### config.mk
export PLATFORM = sky130hd
export DESIGN_NAME = fp_constant_multiplier_flat
export DESIGN_NICKNAME = d
export VERILOG_FILES = /design/src/hw/rtl/fpcm_pkg.sv /design/src/hw/rtl/fpcm_if.sv /design/src/hw/rtl/fp_constant_multiplier.sv /design/src/flat_wrapper.sv
export SDC_FILE = /design/constraint.sdc
export NUM_CORES = 2
export LEC_CHECK = 0
export BUFFER_PORTS_ARGS = -buffer_cell sky130_fd_sc_hd__buf_2
export CAP_MARGIN = 10
export CORE_ASPECT_RATIO = 0.75
export CORE_MARGIN = 2
export CORE_UTILIZATION = 35
export DETAILED_ROUTE_END_ITERATION = 10
export PLACE_DENSITY = 0.51
export SYNTH_ARGS = -nofsm -noshare
export SYNTH_HDL_FRONTEND = slang
export SYNTH_SLANG_ARGS = --single-unit
### constraint.sdc
create_clock -name clk -period 14 [get_ports clk]
set_clock_uncertainty 0.05 [all_clocks]
set_input_delay 3.5 -clock clk [delete_from_list [all_inputs] [get_ports clk]]
set_output_delay 3.5 -clock clk [all_outputs]
set_load 0.02 [all_outputs]
### src/hw/rtl/fpcm_pkg.sv
// Package for the floating-point constant multiplier.
// Exception codes, register indexes and configuration widths. No dependencies.
package fpcm_pkg;
	typedef enum logic [1:0] {
		EXC_ZERO   = 2'd0,
		EXC_NORMAL = 2'd1,
		EXC_INF    = 2'd2,
		EXC_NAN    = 2'd3
	} exc_t;

	localparam int unsigned CFG_IDX_BITS = 3;
	localparam int unsigned ADDEND_BITS  = 11;

	typedef enum logic [CFG_IDX_BITS-1:0] {
		REG_CONST_ZERO = 3'd0,
		REG_CONST_NEG  = 3'd1,
		REG_CONST_SIG  = 3'd2,
		REG_CUT_FRAC   = 3'd3,
		REG_EXP_ADDEND = 3'd4
	} cfg_idx_t;
endpackage

### src/hw/rtl/fpcm_if.sv
// Valid/ready channel carrying one floating-point number.
// Depends on fpcm_pkg for the exception code type.
interface fpcm_if #(
	parameter int EXP_BITS  = 8,
	parameter int FRAC_BITS = 23
);
	logic                 valid;
	logic                 ready;
	fpcm_pkg::exc_t       exception;
	logic                 sign;
	logic [EXP_BITS-1:0]  exponent;
	logic [FRAC_BITS-1:0] fraction;

	modport source (output valid, exception, sign, exponent, fraction, input ready);
	modport sink   (input valid, exception, sign, exponent, fraction, output ready);
endinterface

### src/hw/rtl/fp_constant_multiplier.sv
// Top level of the floating-point constant multiplier.
// Depends on fpcm_pkg and fpcm_if.
//
//  channel    | dir | payload
//  in_ch      | in  | exception, sign, exponent, fraction
//  out_ch     | out | exception, sign, exponent, fraction
//  cfg_*      | in  | write enable, index, data
//
// Input register, then product and rounding into the result register.
// One request per cycle unless stalled; the multiplier path sets the clock.
// Stalls hold both stages; the input stage still fills while the result waits.
// Reset clears valid bits and configuration to constant 1.0.
module fp_constant_multiplier #(
	parameter int IN_EXP_BITS   = 8,
	parameter int IN_FRAC_BITS  = 23,
	parameter int OUT_EXP_BITS  = 8,
	parameter int OUT_FRAC_BITS = 23,
	parameter int CONST_BITS    = 26
) (
	input  logic                                clk,
	input  logic                                arst_n,
	input  logic                                cfg_we,
	input  logic [fpcm_pkg::CFG_IDX_BITS-1:0]   cfg_index,
	input  logic [CONST_BITS-1:0]               cfg_data,
	fpcm_if.sink                                in_ch,
	fpcm_if.source                              out_ch
);
	import fpcm_pkg::*;

	localparam int RSIZE   = IN_FRAC_BITS + 1 + CONST_BITS;
	localparam int WIN     = OUT_FRAC_BITS + 1;
	localparam int LOW_GT  = RSIZE - OUT_FRAC_BITS - 2;
	localparam int LOW_LE  = RSIZE - OUT_FRAC_BITS - 3;
	localparam int PAD     = (LOW_LE < 0) ? -LOW_LE : 0;
	localparam int PW      = RSIZE + PAD;
	localparam int SUM_W   = ((IN_EXP_BITS > ADDEND_BITS) ? IN_EXP_BITS : ADDEND_BITS)
		+ ((OUT_EXP_BITS > 11) ? OUT_EXP_BITS - 9 : 3);

	// configuration
	logic                          czero_q, cneg_q;
	logic [CONST_BITS-1:0]         csig_q;
	logic [IN_FRAC_BITS-1:0]       cut_q;
	logic signed [ADDEND_BITS-1:0] addend_q;

	always_ff @(posedge clk or negedge arst_n) begin
		if (!arst_n) begin
			czero_q  <= 1'b0;
			cneg_q   <= 1'b0;
			csig_q   <= CONST_BITS'(1) << (CONST_BITS - 1);
			cut_q    <= '1;
			addend_q <= '0;
		end else if (cfg_we) begin
			unique case (cfg_index)
				REG_CONST_ZERO: czero_q  <= cfg_data[0];
				REG_CONST_NEG:  cneg_q   <= cfg_data[0];
				REG_CONST_SIG:  csig_q   <= cfg_data;
				REG_CUT_FRAC:   cut_q    <= IN_FRAC_BITS'(cfg_data);
				REG_EXP_ADDEND: addend_q <= ADDEND_BITS'(cfg_data);
				default: ;
			endcase
		end
	end

	// stage 1: input register
	logic                    v_s1;
	exc_t                    exc_s1;
	logic                    sgn_s1;
	logic [IN_EXP_BITS-1:0]  exp_s1;
	logic [IN_FRAC_BITS-1:0] frac_s1;
	logic                    v_s2;
	logic                    adv_s1, adv_s2;

	assign adv_s2      = !v_s2 || out_ch.ready;
	assign adv_s1      = !v_s1 || adv_s2;
	assign in_ch.ready = adv_s1;

	always_ff @(posedge clk or negedge arst_n) begin
		if (!arst_n) v_s1 <= 1'b0;
		else if (adv_s1) v_s1 <= in_ch.valid;
	end

	always_ff @(posedge clk) begin
		if (adv_s1 && in_ch.valid) begin
			exc_s1  <= in_ch.exception;
			sgn_s1  <= in_ch.sign;
			exp_s1  <= in_ch.exponent;
			frac_s1 <= in_ch.fraction;
		end
	end

	// product, window, rounding, exponent
	logic [RSIZE-1:0]  prod;
	logic [PW-1:0]     prod_p;
	logic              gt;
	logic [WIN-1:0]    win;
	logic [WIN:0]      rnd;
	logic signed [SUM_W-1:0] sum;
	logic              under, over;
	exc_t              rexc;

	assign prod   = RSIZE'({1'b1, frac_s1}) * RSIZE'(csig_q);
	assign prod_p = {prod, {PAD{1'b0}}};
	assign gt     = frac_s1 > cut_q;
	assign win    = gt ? WIN'(prod_p >> (LOW_GT + PAD)) : WIN'(prod_p >> (LOW_LE + PAD));
	assign rnd    = {1'b0, win} + (WIN+1)'(1);
	assign sum    = SUM_W'(signed'({1'b0, exp_s1})) + SUM_W'(addend_q)
		+ SUM_W'({1'b0, gt}) + SUM_W'({1'b0, rnd[WIN]});
	assign under  = sum < 0;
	assign over   = sum >= (SUM_W'(1) <<< OUT_EXP_BITS);

	always_comb begin
		if (czero_q)
			rexc = (exc_s1 == EXC_ZERO || exc_s1 == EXC_NORMAL) ? EXC_ZERO : EXC_NAN;
		else if (exc_s1 == EXC_ZERO || (exc_s1 == EXC_NORMAL && under))
			rexc = EXC_ZERO;
		else if (exc_s1 == EXC_INF || (exc_s1 == EXC_NORMAL && over))
			rexc = EXC_INF;
		else if (exc_s1 == EXC_NAN)
			rexc = EXC_NAN;
		else
			rexc = EXC_NORMAL;
	end

	// stage 2: result register
	exc_t                     exc_s2;
	logic                     sgn_s2;
	logic [OUT_EXP_BITS-1:0]  exp_s2;
	logic [OUT_FRAC_BITS-1:0] frac_s2;

	always_ff @(posedge clk or negedge arst_n) begin
		if (!arst_n) v_s2 <= 1'b0;
		else if (adv_s2) v_s2 <= v_s1;
	end

	always_ff @(posedge clk) begin
		if (adv_s2 && v_s1) begin
			exc_s2  <= rexc;
			sgn_s2  <= sgn_s1 ^ cneg_q;
			exp_s2  <= (rexc == EXC_NORMAL) ? OUT_EXP_BITS'(sum) : '0;
			frac_s2 <= (rexc == EXC_NORMAL) ? rnd[OUT_FRAC_BITS:1] : '0;
		end
	end

	assign out_ch.valid     = v_s2;
	assign out_ch.exception = exc_s2;
	assign out_ch.sign      = sgn_s2;
	assign out_ch.exponent  = exp_s2;
	assign out_ch.fraction  = frac_s2;

	a_hold: assert property (@(posedge clk) disable iff (!arst_n)
		v_s2 && !out_ch.ready |=> v_s2 && $stable(exp_s2) && $stable(frac_s2))
		else $error("result changed while stalled");
	a_zero_fields: assert property (@(posedge clk) disable iff (!arst_n)
		v_s2 && exc_s2 != EXC_NORMAL |-> exp_s2 == '0 && frac_s2 == '0)
		else $error("non-normal result with nonzero fields");
	a_fill: assert property (@(posedge clk) disable iff (!arst_n)
		v_s1 && !v_s2 |=> v_s2)
		else $error("stage 1 item not advanced");
endmodule

### src/flat_wrapper.sv
// flat-port wrapper written by rule: the top's interface ports become plain ports
module fp_constant_multiplier_flat import fpcm_pkg::*;
#(
	parameter int IN_EXP_BITS   = 8,
	parameter int IN_FRAC_BITS  = 23,
	parameter int OUT_EXP_BITS  = 8,
	parameter int OUT_FRAC_BITS = 23,
	parameter int CONST_BITS    = 26
)
  (clk, arst_n, cfg_we, cfg_index, cfg_data, in_ch_valid, in_ch_exception, in_ch_sign, in_ch_exponent, in_ch_fraction, in_ch_ready, out_ch_valid, out_ch_exception, out_ch_sign, out_ch_exponent, out_ch_fraction, out_ch_ready);
  fpcm_if in_ch_i ();
  fpcm_if out_ch_i ();
  input  logic clk;
  input  logic arst_n;
  input  logic cfg_we;
  input  logic [fpcm_pkg::CFG_IDX_BITS-1:0] cfg_index;
  input  logic [CONST_BITS-1:0] cfg_data;
  input wire logic [$bits(in_ch_i.valid)-1:0] in_ch_valid;
  input wire logic [$bits(in_ch_i.exception)-1:0] in_ch_exception;
  input wire logic [$bits(in_ch_i.sign)-1:0] in_ch_sign;
  input wire logic [$bits(in_ch_i.exponent)-1:0] in_ch_exponent;
  input wire logic [$bits(in_ch_i.fraction)-1:0] in_ch_fraction;
  output wire logic [$bits(in_ch_i.ready)-1:0] in_ch_ready;
  output wire logic [$bits(out_ch_i.valid)-1:0] out_ch_valid;
  output wire logic [$bits(out_ch_i.exception)-1:0] out_ch_exception;
  output wire logic [$bits(out_ch_i.sign)-1:0] out_ch_sign;
  output wire logic [$bits(out_ch_i.exponent)-1:0] out_ch_exponent;
  output wire logic [$bits(out_ch_i.fraction)-1:0] out_ch_fraction;
  input wire logic [$bits(out_ch_i.ready)-1:0] out_ch_ready;
  assign in_ch_i.valid = in_ch_valid;
  assign in_ch_i.exception = in_ch_exception;
  assign in_ch_i.sign = in_ch_sign;
  assign in_ch_i.exponent = in_ch_exponent;
  assign in_ch_i.fraction = in_ch_fraction;
  assign in_ch_ready = in_ch_i.ready;
  assign out_ch_valid = out_ch_i.valid;
  assign out_ch_exception = out_ch_i.exception;
  assign out_ch_sign = out_ch_i.sign;
  assign out_ch_exponent = out_ch_i.exponent;
  assign out_ch_fraction = out_ch_i.fraction;
  assign out_ch_i.ready = out_ch_ready;
  fp_constant_multiplier #(.IN_EXP_BITS(IN_EXP_BITS), .IN_FRAC_BITS(IN_FRAC_BITS), .OUT_EXP_BITS(OUT_EXP_BITS), .OUT_FRAC_BITS(OUT_FRAC_BITS), .CONST_BITS(CONST_BITS)) u_core (.clk(clk), .arst_n(arst_n), .cfg_we(cfg_we), .cfg_index(cfg_index), .cfg_data(cfg_data), .in_ch(in_ch_i), .out_ch(out_ch_i));
endmodule
==> flow_summary.toml <==
[run_status]
status = "completed"

[timing]
hold_slack_ns = 0.437
period_needed_ns = 12.07
rsz0062_at_grt = "no"
slew_headroom_pct = 24.1
setup_viol = 0
timing.setup.tns_ns = 0
period_share_pct = 86.2
hold_violations = 0
tightest_slew_ns = 1.14
fmaxAchievable_mhz = 82.9
drv_slew = 0

[cells_and_area]
drive_above_1_share_pct = 9.67
num-fill-cells = 7897
fin_nets = 3832
diodes = 0
area_growth_pct = 8.42
fin_cells = 4085
stdcell_area_mm2 = 0.0298
seq_area_mm2 = 0.00367
multi_input_area_mm2 = 0.0208

[clocking]
numCtsBuffers = 17
cts_root_buf = "clkbuf_16"
clkLatencyLatePin_ns = 0.45
cts_tree = "built"
clk_pin_slew_worst_paths_ns = 0.08
cts_max_path_buffers = 2
ctsResizeCount = 0
h-tree-depth = 4
holdBufCountCts = 0
cts.sinks = 132
cts_setup_buffers = 0

[logic_synthesis]
synth_warnings = 0
yosys.area.top_type_share_pct = 38.3
synth_top_family_by_area = "adder cells"
synthSimpleGateAreaFrac_pct = 17.3
synth-seq-cells = 132
synthTopCellsByCount = "inv_1 (660), fa_1 (526), nand2_1 (389)"
netlist_area_mm2 = 0.0275
syn-num-nets = 3789
postSynthCellCount = 2994
synth_xor_area_share_pct = 1.50
synth-compound-area-share_pct = 6.98
yosysTopAreaCell = "fa_1"
synth_edf_count = 68
yosysMostFrequentCell = "inv_1"
synth_cell_types = 83
synth_mux_area_share_pct = 2.43
synth_area_leaders = "fa_1 (38%), ha_1 (9.2%), inv_1 (9.0%)"
synthAdderAreaFrac_pct = 47.5
syn_area_per_cell_um2 = 9.17
yosysSeqAreaShare_pct = 13.4
synth_ff_type = "edfxtp_1"
ys_async_sr_fraction_pct = 48.5

[placed_design]
placedCellCount = 4053
gp_congestion = 0.926
dpl_cell_area_mm2 = 0.0292
dpl.hpwl_mm = 69.3
io_buffers = 103

[global_route]
gr-total-overflow = 0
grt_max_degree = 65
antenna_found_initial = 2
grt.total_usage_pct = 22.3
grt_pass1_vias = 20983
grt_first_pass_wirelength_mm = 135

[setup_path]
cp_slowest_cell = "dfrtp_1"
worstSetupPathType = "reg2reg"
critPathMaxFanout = 31
cp.depth = 41
cp.required_ns = 14.14
cpMostUsedCell = "fa_1"
worstSetupStartpointType = "flop"
crit_arrival_ns = 12.21
max_stage_delay_ns = 1.10
critPathCaptureType = "flop"
reg2reg_depth = 41
crit_buf_inv = 6
crit_family = "adder cells"

[detailed_routing]
drc_errors = 0
drtPass1Iterations = 5
drt_iter0_drc = 1457
wl_per_cell_um = 21.3
ant_nets = 0
vias = 20326
drt_wl_total_mm = 86.9
avgViaCountPerCell = 4.98

[hold_path]
hp-class = "reg2reg"
whs_path_depth = 1

[die]
io_pins = 104
fp.dieArea_mm2 = 0.0807
core_area_mm2 = 0.0773
fp-row-count = 88
die_h_um = 247
fp.dieW_um = 327
initial_core_util_pct = 35.5

[flow_run]
maxCapViolations = 0
==> cell families after synthesis <==
family	count (synthesis)
compound gates	284
xor+xnor	47
fa+ha+maj	727
buf+inv	798
flops	132
mux	60
simple gates	946
==> through the flow <==
step	util (%)	worst slack [ns]
global placement	37.8	2.30
CTS	38.5	2.02
global route	38.5	0.952
finish	38.5	1.93
detailed placement	37.8	2.11
floorplan	-	3.75
==> cell type report <==
cell class	instances	share of cell area [%]
Inverter	662	8.35
Multi-Input combinational cell	2064	69.9
Tap cell	1035	4.35
Clock buffer	22	1.67
Timing Repair Buffer	160	3.17
Clock inverter	10	0.269
Sequential cell	132	12.3
==> worst register-to-register path: cells and delay by family (launching register included) <==
family                     cells  cell delay, ns
and+or+nand+nor               15            3.24
adders and majority gates     11            4.65
buffers and inverters          6            0.60
DFF                            1            1.10
AOI/OAI and AO/OA              6            1.44
muxes                          1            0.14
xor gates and xnor gates       2            0.57
==> flip-flops by register name, indices dropped and copies added (netlist names) <==
| register | count |
|---|---|
| u_core.v_s1 | 1 |
| u_core.addend_q | 11 |
| u_core.frac_s1 | 23 |
| u_core.out_ch.exception | 2 |
| u_core.out_ch.exponent | 8 |
| u_core.exc_s1 | 2 |
| u_core.sgn_s1 | 1 |
| u_core.cneg_q | 1 |
| u_core.csig_q | 26 |
| u_core.out_ch.fraction | 23 |
| u_core.cut_q | 23 |
| u_core.exp_s1 | 8 |
| u_core.out_ch.valid | 1 |
| u_core.out_ch.sign | 1 |
| u_core.czero_q | 1 |
==> cell usage in the layout (no fill, tap or decap), types with 57 or more instances in the layout <==
cell / instances
a21oi_1: 72
and2_1: 301
buf_2: 103
buf_4: 57
edfxtp_1: 68
fa_1: 526
ha_1: 201
inv_1: 660
nand2_1: 389
nor2_1: 80
o21ai_0: 60
==> per-layer routing <==
layer	vias up	track usage, %	part of all wire [%]
met5	-	0	0
met2	682	28.9	38
met4	0	3.47	1.4
met1	10313	35.6	51
li1	9281	-	-
met3	50	7.18	9.8
==> final timing paths <==
check	startpoint	end	slack (ns)
max reg2reg	u_core.csig_q[10]	u_core.out_ch.fraction[16]	1.93
min in group asynchronous	arst_n	u_core.csig_q[14]	3.22
min	u_core.v_s1	u_core.out_ch.valid	0.44
min reg2reg	u_core.v_s1	u_core.out_ch.valid	0.44
max	u_core.csig_q[10]	u_core.out_ch.fraction[16]	1.93
max in group asynchronous	arst_n	u_core.addend_q[9]	10.04
Power is not shown: default switching activity piles up to over one toggle a cycle in this logic, so the estimate is an artifact.
